===== src/sv/cpl_pkg.sv =====
// ----------------------------------------------------------------------------
// Crosshair projection locator package
// Shared widths, register indexes, defaults and the item flag type.
// ----------------------------------------------------------------------------
`default_nettype none

package cpl_pkg;

    // Field and register widths.
    localparam int PIXEL_W     = 8;
    localparam int DIM_W       = 11;
    localparam int COUNT_W     = 11;
    localparam int INDEX_W     = 10;
    localparam int REG_INDEX_W = 2;

    // Geometry register reset value and parameter defaults.
    localparam int DIM_RESET          = 1024;
    localparam int MAX_WIDTH_DEFAULT  = 1024;
    localparam int MAX_HEIGHT_DEFAULT = 1024;

    // Depth of the queue between front and back.
    localparam int QUEUE_DEPTH = 2;

    // Configuration register indexes.
    localparam logic [REG_INDEX_W-1:0] REG_MARKER_COLOR = 2'd0;
    localparam logic [REG_INDEX_W-1:0] REG_FRAME_WIDTH  = 2'd1;
    localparam logic [REG_INDEX_W-1:0] REG_FRAME_HEIGHT = 2'd2;

    // Classification of one pixel, handed from front to back.
    typedef struct packed {
        logic hit;
        logic first_row;
        logic first_col;
        logic frame_end;
    } flags_t;

    localparam int FLAGS_W = $bits(flags_t);

endpackage

`default_nettype wire


===== src/sv/cpl_queue.sv =====
// ----------------------------------------------------------------------------
// Crosshair projection locator queue
// Short first-in first-out buffer that decouples the front and back ends.
// ----------------------------------------------------------------------------
`default_nettype none

module cpl_queue #(
    parameter int DATA_W = 8,
    parameter int DEPTH  = cpl_pkg::QUEUE_DEPTH,
    localparam int PW = (DEPTH > 1) ? $clog2(DEPTH) : 1
) (
    input  wire logic              clk,
    input  wire logic              rst_n,
    input  wire logic              push,
    input  wire logic [DATA_W-1:0] wr_data,
    output logic                   full,
    input  wire logic              pop,
    output logic [DATA_W-1:0]      rd_data,
    output logic                   empty
);

    logic [DATA_W-1:0] entry_reg [DEPTH];
    logic [PW-1:0]     wr_ptr_reg;
    logic [PW-1:0]     rd_ptr_reg;
    logic [PW:0]       count_reg;
    logic              do_push;
    logic              do_pop;

    assign full    = (count_reg == (PW+1)'(DEPTH));
    assign empty   = (count_reg == '0);
    assign do_push = push && !full;
    assign do_pop  = pop && !empty;
    assign rd_data = entry_reg[rd_ptr_reg];

    // Storage; entries need no reset.
    always_ff @(posedge clk)
    begin
        if (do_push)
            entry_reg[wr_ptr_reg] <= wr_data;
    end

    // Pointers and fill count.
    always_ff @(posedge clk or negedge rst_n)
    begin
        if (!rst_n)
        begin
            wr_ptr_reg <= '0;
            rd_ptr_reg <= '0;
            count_reg  <= '0;
        end
        else
        begin
            if (do_push)
                wr_ptr_reg <= (wr_ptr_reg == PW'(DEPTH - 1)) ? '0 : wr_ptr_reg + 1'b1;
            if (do_pop)
                rd_ptr_reg <= (rd_ptr_reg == PW'(DEPTH - 1)) ? '0 : rd_ptr_reg + 1'b1;
            if (do_push && !do_pop)
                count_reg <= count_reg + 1'b1;
            else if (do_pop && !do_push)
                count_reg <= count_reg - 1'b1;
        end
    end

endmodule

`default_nettype wire


===== config.mk =====
export PLATFORM = sky130hd
export DESIGN_NAME = cpl_queue
export DESIGN_NICKNAME = d
export VERILOG_FILES = /design/src/sv/cpl_pkg.sv /design/src/sv/cpl_queue.sv
export SDC_FILE = /design/constraint.sdc
export NUM_CORES = 1
export LEC_CHECK = 0
export ABC_AREA = 0
export BUFFER_PORTS_ARGS = -buffer_cell sky130_fd_sc_hd__buf_2
export CAP_MARGIN = 30
export CORE_MARGIN = 5
export CORE_UTILIZATION = 45
export DETAILED_ROUTE_END_ITERATION = 8
export PLACE_DENSITY = 0.7
export SLEW_MARGIN = 20
export SYNTH_ARGS = -nofsm -noshare
export SYNTH_HDL_FRONTEND = slang
export SYNTH_SLANG_ARGS = --single-unit

===== constraint.sdc =====
create_clock -name clk -period 3 [get_ports clk]
set_clock_uncertainty 0.2 [all_clocks]
set_input_delay 0.6 -clock clk [delete_from_list [all_inputs] [get_ports clk]]
set_output_delay 0.6 -clock clk [all_outputs]
set_load 0.01 [all_outputs]

==> summary.md <==
| Metric | Value |
|---|---|
| Worst path cell trace | mux2_2, buf_2 |
| Die height | between 50 and 60 um |
| Syn nets | 57 |
| Total power draw | 0.9408 mW |
| Most frequent cell after synthesis | edfxtp_1 |
| Largest family of logic cells by synthesized area | multiplexers |
| Row count | 15 |
| Xor/xnor share of the synthesized area | 6.560% |
| ANT nets after route | 0 |
| Synth Flop Type | edfxtp_1 |
| Yosys warnings | 0 |
| Synth Area in Compound Gates | 0.6400% |
| Flops & latches, synth | 20 |
| Clock Pin Slew Worst Setup and Hold Paths | 0.12 ns |
| Achievable frequency | 453.9 MHz |
| Final WL | 1167 um |
| Largest cells by area after synthesis | edfxtp_1, dfrtp_1, mux2_1 |
| Yosys top cell area share | between 60% and 70% |
| Vias | 423 |
| Synth async-reset ratio | 20.00% |
| Max FO, Critical Path | 9 |
| Core area | 1689 um2 |
| P per Cell Area | between 900 and 1000 nW/um2 |
| Final period util | roughly three quarters |
| Hold slack | 0.2841 ns |
| Simple-gate portion of the synthesized area | under 10% |
| Synth cell types | 15 |
| Met1 wire length | 477 um |
| Antenna violations before repair | 0 |
| CP startpoint kind | flip-flop |
| P&R area growth vs syn | 23.52% |
| Slew Limit Fails | 0 |
| Final setup violation count | 0 |
| Routed len/inst | around 14 um |
| Gr usage total | 10.19% |
| Max-Slew Margin vs Limit | between 50% and 60% |
| CP max stage delay | a little under 0.6 ns |
| Chip width | a little over 50 um |
| Largest register FFs | 16 |
| Wire length on met2 | around 610 um |
| Hold Path Class | primary input to flip-flop |
| P_leak | a little over 0.4 nW |
| Critical path's slowest cell | dfrtp_1 |
| Met3 routed WL | approximately 60 um |
| Initial Util | a little under half |
| Synth top cells by count | edfxtp_1, mux2_1, dfrtp_1 |
| WP data required | about 2.2 ns |
| Vias in the first global route | 454 |
| Share of cells above drive strength 1 | 42.03% |
| DRC errors left | 0 |
| DP Worst Slack | 1.106 ns |
| Worst Tran Pin Value | around 0.63 ns |
| Port bufs | 21 |
| Sequential fraction of the synthesis area | roughly three quarters |
| Kind of critical path | flip-flop to output port |
| Crit end category | output port |
| Syn_area_per_cell | ~18 um2 |
| Adder-Cell Fraction of Synth Area | 1.600% |
| First-pass GRT wire length | slightly below 2000 um |
| Final Hold Viols | 0 |
| Post-Syn Area | ~780 um2 |
| Final HPWL DP | between 800 and 900 um |
| DR pass1 iterations | 2 |
| EDFF count, synth | 16 |
| Diode count | 0 |
| Clk root buf | clkbuf_4 |
| Num ports | 22 |
| Largest net degree at the start of global routing | 13 |
| CTS tree | yes |
| Critical path arrival | between 1 and 1.5 ns |
| Clk sinks | 20 |
| VDD IR max | 476.5 uV |
| Setup WS post-layout | around 0.8 ns |
| Status | finished, final reports clean |
| H-tree depth | 1 |
| RSZ-0062 raised after global routing | no |
| Initial DRC Count | 1 |
| Routability cong. | between 0.6 and 0.7 |
| Longest Clk Path Bufs | 2 |
| Vias/cell | 4.919 |
| Area leader, netlist | edfxtp_1 |
| GRT Residual Overflow | 0 |
| Synthesized instance count | 44 |
| Worst skew pair latency | between 0.2 and 0.3 ns |
| Setup TNS | 0 ns |
| Min Tclk post-route | between 2 and 2.5 ns |
| Mux contribution to synthesized area | 11.52% |
| Num CTS Buffers | 3 |
| Nets@finish | just over 80 |
| DR top layer | met4 |
| Max-cap check violation count | 0 |
| Total die area | 2671 um2 |
[area by class of cell]
cell class | count | area [um2]
Tap cell | 17 | 21.27
Fill cell | 145 | 723.2
Clock inverter | 1 | 30.03
Multi-Input combinational cell | 21 | 188.9
Clock buffer | 3 | 22.52
Inverter | 2 | 7.507
Timing Repair Buffer | 22 | 115.1
Sequential cell | 20 | 580.6
[critical path: cells and delay by family, from the launching register on]
kind,cells,cell delay [ns]
buf+inv,1,0.14
flops,1,0.59
mux,1,0.38
[cells by family (layout without fill, tap and decap cells)]
logic type | Yosys count | after routing
multiplexers | 8 | 8
AND/OR/NAND/NOR | 6 | 6
AO/OA/AOI/OAI | 1 | 1
adder cells (fa/ha/maj) | 1 | 1
XOR/XNOR | 5 | 5
buffers and inverters | 3 | 28
flip-flops | 20 | 20
[report_power, final]
part           leakage, nW  internal (mW)  switching (mW)
registers            0.195          0.388          0.0599
logic                0.183          0.143           0.134
clock network       0.0279          0.135          0.0805
[worst paths after layout]
kind,cells past startpoint,slack [ns],end,startpoint
setup / recovery,2,0.80,rd_data[2],rd_ptr_reg
hold / removal,1,0.28,entry_reg[0][3],wr_data[3]
setup reg to reg,3,1.22,entry_reg[0][4],count_reg[0]
hold reg to reg,1,0.33,wr_ptr_reg,wr_ptr_reg
max in group asynchronous,2,2.06,wr_ptr_reg,rst_n
min in group asynchronous,2,0.43,count_reg[1],rst_n
[placed cells by master (no fill, tap or decap)]
cell	synthesis	final
nand2_2	1	1
mux2_2	2	2
nand2b_1	1	1
xor2_1	2	2
o21ai_1	1	1
dfrtp_1	4	4
clkbuf_4	0	3
edfxtp_1	16	16
buf_2	1	21
nor2_1	3	3
dlygate4sd3_1	0	1
inv_1	2	2
mux2_1	6	6
ha_1	1	1
and3_1	1	1
xnor2_1	2	2
bufinv_16	0	1
xnor2_2	1	1
[per-stage QoR]
step                      utilization, %  area, um2  instances
after floorplan                        -      782.0         44
after global placement             53.48      903.4         81
after detailed placement           53.48      903.4         81
after CTS                          57.19      965.9         86
after global routing               57.19      965.9         86
final                              57.19      965.9         86
[routing by layer]
metal	up-vias	GRT usage, %
li1	207	-
met1	202	11.55
met2	12	17.16
met3	2	1.433
met4	0	7.860
met5	-	0
[timing repair]
| item | CTS | global route |
|---|---|---|
| gates resized for setup | 0 | 0 |
| setup buffers | 0 | 0 |
| hold buffers | 1 | 0 |
| hold endpoints to repair | 4 | 0 |
Note: power is estimated with default switching activity, not from simulation.
