===== src/sv/cpl_pkg.sv =====
// ----------------------------------------------------------------------------
// Crosshair projection locator package
// Shared widths, register indexes, defaults and the item flag type.
// ----------------------------------------------------------------------------
`default_nettype none

package cpl_pkg;

    // Field and register widths.
    localparam int PIXEL_W     = 8;
    localparam int DIM_W       = 11;
    localparam int COUNT_W     = 11;
    localparam int INDEX_W     = 10;
    localparam int REG_INDEX_W = 2;

    // Geometry register reset value and parameter defaults.
    localparam int DIM_RESET          = 1024;
    localparam int MAX_WIDTH_DEFAULT  = 1024;
    localparam int MAX_HEIGHT_DEFAULT = 1024;

    // Depth of the queue between front and back.
    localparam int QUEUE_DEPTH = 2;

    // Configuration register indexes.
    localparam logic [REG_INDEX_W-1:0] REG_MARKER_COLOR = 2'd0;
    localparam logic [REG_INDEX_W-1:0] REG_FRAME_WIDTH  = 2'd1;
    localparam logic [REG_INDEX_W-1:0] REG_FRAME_HEIGHT = 2'd2;

    // Classification of one pixel, handed from front to back.
    typedef struct packed {
        logic hit;
        logic first_row;
        logic first_col;
        logic frame_end;
    } flags_t;

    localparam int FLAGS_W = $bits(flags_t);

endpackage

`default_nettype wire


===== src/sv/cpl_front.sv =====
// ----------------------------------------------------------------------------
// Crosshair projection locator front end
// Holds the configuration, tracks the raster position and classifies pixels.
// ----------------------------------------------------------------------------
`default_nettype none

module cpl_front #(
    parameter int MAX_WIDTH  = cpl_pkg::MAX_WIDTH_DEFAULT,
    parameter int MAX_HEIGHT = cpl_pkg::MAX_HEIGHT_DEFAULT,
    localparam int XW = (MAX_WIDTH  > 1) ? $clog2(MAX_WIDTH)  : 1,
    localparam int YW = (MAX_HEIGHT > 1) ? $clog2(MAX_HEIGHT) : 1
) (
    input  wire logic                             clk,
    input  wire logic                             rst_n,
    // Configuration write port.
    input  wire logic                             wr_en,
    input  wire logic [cpl_pkg::REG_INDEX_W-1:0]  wr_index,
    input  wire logic [cpl_pkg::DIM_W-1:0]        wr_data,
    // Pixel input.
    input  wire logic                             push,
    input  wire logic [cpl_pkg::PIXEL_W-1:0]      pixel,
    output logic                                  full,
    // Toward the queue.
    input  wire logic                             q_full,
    output logic                                  q_push,
    output cpl_pkg::flags_t                       q_flags,
    output logic [XW-1:0]                         q_x,
    output logic [YW-1:0]                         q_y,
    // Frame restart toward the back end.
    output logic                                  restart
);

    // Last valid index of a dimension after clamping to 1..maxv.
    function automatic int clamp_last(input logic [cpl_pkg::DIM_W-1:0] v, input int maxv);
        int d;
        d = int'(v);
        if (d == 0)
            d = 1;
        else if (d > maxv)
            d = maxv;
        return d - 1;
    endfunction

    logic [cpl_pkg::PIXEL_W-1:0] marker_reg;
    logic [XW-1:0]               col_last_reg;
    logic [YW-1:0]               row_last_reg;
    logic [XW-1:0]               x_reg;
    logic [YW-1:0]               y_reg;
    logic                        accept;
    logic                        last_col;
    logic                        last_row;

    // Handshake and classification of the incoming pixel.
    assign full     = q_full;
    assign accept   = push && !q_full;
    assign last_col = (x_reg == col_last_reg);
    assign last_row = (y_reg == row_last_reg);

    assign q_push            = accept;
    assign q_x               = x_reg;
    assign q_y               = y_reg;
    assign q_flags.hit       = (pixel == marker_reg);
    assign q_flags.first_row = (y_reg == '0);
    assign q_flags.first_col = (x_reg == '0);
    assign q_flags.frame_end = last_col && last_row;

    // A geometry write starts a new frame.
    assign restart = wr_en && ((wr_index == cpl_pkg::REG_FRAME_WIDTH) ||
                               (wr_index == cpl_pkg::REG_FRAME_HEIGHT));

    // Configuration registers and raster position.
    always_ff @(posedge clk or negedge rst_n)
    begin
        if (!rst_n)
        begin
            marker_reg   <= '0;
            col_last_reg <= XW'(clamp_last(cpl_pkg::DIM_W'(cpl_pkg::DIM_RESET), MAX_WIDTH));
            row_last_reg <= YW'(clamp_last(cpl_pkg::DIM_W'(cpl_pkg::DIM_RESET), MAX_HEIGHT));
            x_reg        <= '0;
            y_reg        <= '0;
        end
        else if (wr_en)
        begin
            case (wr_index)
                cpl_pkg::REG_MARKER_COLOR:
                begin
                    marker_reg <= wr_data[cpl_pkg::PIXEL_W-1:0];
                end
                cpl_pkg::REG_FRAME_WIDTH:
                begin
                    col_last_reg <= XW'(clamp_last(wr_data, MAX_WIDTH));
                    x_reg        <= '0;
                    y_reg        <= '0;
                end
                cpl_pkg::REG_FRAME_HEIGHT:
                begin
                    row_last_reg <= YW'(clamp_last(wr_data, MAX_HEIGHT));
                    x_reg        <= '0;
                    y_reg        <= '0;
                end
                default:
                begin
                end
            endcase
        end
        else if (accept)
        begin
            if (last_col)
            begin
                x_reg <= '0;
                if (last_row)
                    y_reg <= '0;
                else
                    y_reg <= y_reg + 1'b1;
            end
            else
            begin
                x_reg <= x_reg + 1'b1;
            end
        end
    end

endmodule

`default_nettype wire


===== config.mk =====
export PLATFORM = sky130hd
export DESIGN_NAME = cpl_front
export DESIGN_NICKNAME = d
export VERILOG_FILES = /design/src/sv/cpl_pkg.sv /design/src/sv/cpl_front.sv
export SDC_FILE = /design/constraint.sdc
export NUM_CORES = 1
export LEC_CHECK = 0
export ABC_AREA = 1
export BUFFER_PORTS_ARGS = -buffer_cell sky130_fd_sc_hd__buf_4
export CORE_MARGIN = 4
export CORE_UTILIZATION = 50
export CTS_CLUSTER_SIZE = 20
export DETAILED_ROUTE_END_ITERATION = 8
export HOLD_SLACK_MARGIN = 0.15
export PLACE_DENSITY = 0.78
export SLEW_MARGIN = 30
export SYNTH_ARGS = -nofsm -noshare
export SYNTH_HDL_FRONTEND = slang
export SYNTH_SLANG_ARGS = --single-unit

===== constraint.sdc =====
create_clock -name clk -period 1.6 [get_ports clk]
set_clock_uncertainty 0.1 [all_clocks]
set_input_delay 0.08 -clock clk [delete_from_list [all_inputs] [get_ports clk]]
set_output_delay 0.08 -clock clk [all_outputs]
set_load 0.005 [all_outputs]

==> impl_metrics.tcl <==
set metrics [dict create \
    wl_met1_mm 3.62 \
    layoutNonFillerInstCount 614 \
    ir_worst_vdd_mv 0.601 \
    grt_overflow 0 \
    rr_worst_depth 8 \
    cts-root-buf "clkbuf_8" \
    drt-total-wl_mm 9.36 \
    cts_max_path_buffers 2 \
    place_area_sq_mm 0.00390 \
    crit_fanout 2 \
    drive_gt1_share_pct 40.3 \
    antenna_cells 0 \
    holdWs_ns 0.188 \
    finalPower_mw 3.97 \
    crit_type "reg -> out" \
    area_growth_syn_to_layout_pct 48.1 \
    layout_common_cells "nand2_1 (117), buf_4 (115), nor2_1 (30), inv_1 (29), dfrtp_1 (27)" \
    viasPerCell 5.39 \
    initial_utilization_pct 51.4 \
    outcome "finished with violations" \
    post-place-cells 575 \
    ys_types 34 \
    port_buffers 52 \
    wl_per_cell_um 15.2 \
    die_w_um 86.0 \
    fin_area_sq_mm 0.00451 \
    setup-violations-final 23 \
    p_leak_nw 2.22 \
    drt_first_pass_iters 5 \
    ant_nets 0 \
    multiInputGateArea_sq_mm 0.00180 \
    rsz0062_at_grt "yes" \
    nets 572 \
    wl_met2_mm 4.78 \
    synth_top_area_share_pct 23.0 \
    required_ns 1.42 \
    setup_ws_ns -0.389 \
    antenna_found_initial 0 \
    dp_slack_ns -0.247 \
    cp-start-kind "flip-flop" \
    num_io_pins 53 \
    fmax_mhz 503 \
    relSlewSlack_pct 59.2 \
    dieArea_sq_mm 0.00740 \
    coreArea_sq_mm 0.00592 \
    worst_pin_slew_ns 0.612 \
    grt_pass1_vias 3204 \
    fill_cells 396 \
    clk_latency_ns 0.31 \
    routed-wl-met3_um 684 \
    synth_area_leaders "dfrtp_1 (23%), dfstp_2 (17%), nand2_1 (15%)" \
    cts_sinks 48 \
    maxCapViolCount 0 \
    yosysTopAreaCell "dfrtp_1" \
    finalHoldViolCount 0 \
    syn_nets 435 \
    routabilityCongestion 0.882 \
    grt_max_degree 49 \
    synth-seq-cells 48 \
    detailed_place_hpwl_mm 6.14 \
    final_common_cell "nand2_1" \
    cts_tree "done" \
    ys_warn_count 0 \
    hold_depth 6 \
    drv_slew 0 \
    period_share_pct 124 \
    fin_util_pct 76.1 \
    grt_pass1_wl_mm 14.4 \
    layout_min_cycle_time_ns 1.99 \
    finalSetupTns_ns -6.23 \
    clk_pin_slew_worst_paths_ns 0.10 \
    violations "negative setup slack" \
    ys_seq_area_share_pct 40.3 \
    numCtsBuffers 5 \
    netlist_instances 401 \
    dr.first_iter.drc_count 186 \
    drc 0 \
    top_layer "met4" \
    powerDensity_mw_per_mm2 881 \
    hold_class "in -> reg" \
    row_count 28 \
    rrSetupSlack_ns -0.34 \
    register_area_sq_mm 0.00123 \
    synth_area_sq_mm 0.00304 \
    grt_use_total_pct 24.6 \
    endpoint_kind "output pin" \
    htreeDepth 2 \
    crit_arrival_ns 1.81 \
    die_h_um 86.0 \
    vias 3312 \
    syn_area_per_cell_sq_um 7.59 \
]
==> final cells by class <==
class	instances	area share [%]
inverter	44	3.72
clock buffer	6	1.61
sequential	48	27.2
clock inverter	2	0.250
timing repair buffer	140	25.1
multi-input combinational	299	40.0
tap	75	2.08
==> cells in the mapped netlist <==
cell and n:
o21ai_2 1, nor2_8 1, ha_1 8, nor3b_1 1, nand4_2 1, clkinv_1 2, o21ai_1 2, or2_1 3
clkbuf_1 4, a22oi_1 1, nor3_1 18, nor4_1 4, a21oi_1 1, buf_6 1, nor2_4 2, nand2_1 122
nor2_1 41, buf_4 2, mux2_2 5, xnor2_1 16, buf_2 4, clkbuf_2 1, nand3_1 18, nor3_4 1
or2_2 1, o21ai_0 22, dfrtp_1 28, inv_2 4, dfstp_2 20, inv_1 38, a21oi_2 1, nand4_1 9
nor3_2 2, xor2_1 16
==> path summary, 6_finish.rpt <==
| path | start | endpoint |
|---|---|---|
| max | q_x[1] | q_flags[0] |
| min | wr_data[0] | col_last_reg[0] |
| max reg2reg | q_x[1] | q_x[7] |
| min reg2reg | row_last_reg[8] | row_last_reg[8] |
| max in group asynchronous | rst_n | q_y[1] |
| min in group asynchronous | rst_n | q_x[3] |
==> cells by family (layout without fill, tap and decap cells) <==
group           count (synthesis)  in the layout  share of synthesized area, %
flops                          48             48                          40.3
buf+inv                        56            192                          7.61
compound gates                 28             29                          4.94
xor+xnor                       32             32                          9.21
mux                             5              5                          1.85
fa+ha+maj                       8              8                          3.29
simple gates                  224            225                          32.8
==> routing by layer <==
layer / global-route usage, % / up-vias
met2: 42.3 / 160
li1: - / 1557
met3: 5.28 / 34
met4: 11.2 / 0
met5: 0 / -
met1: 29.3 / 1561
==> timing repair <==
item,4_1_cts,5_1_grt
gates cloned,2,0
hold buffers,15,0
setup endpoints to repair,23,45
hold endpoints to repair,76,0
setup buffers,7,9
pin swaps,11,21
gates resized for setup,25,46
==> worst max-delay path, cell delays in order, from the launching register on <==
cell and delay, ns:
dfrtp_1 0.41, or2_1 0.25, a21oi_2 0.18, nand4_2 0.13, buf_4 0.17, nor3_4 0.19
buf_4 0.15
==> power by group <==
part / total (mW) / internal [mW] / switching (mW) / leakage (nW)
registers: 1.61 / 1.46 / 0.149 / 0.578
logic: 1.62 / 0.821 / 0.796 / 1.60
clock network: 0.742 / 0.308 / 0.434 / 0.0455
total: 3.97 / 2.59 / 1.38 / 2.22
(Power assumes the default switching activity.)
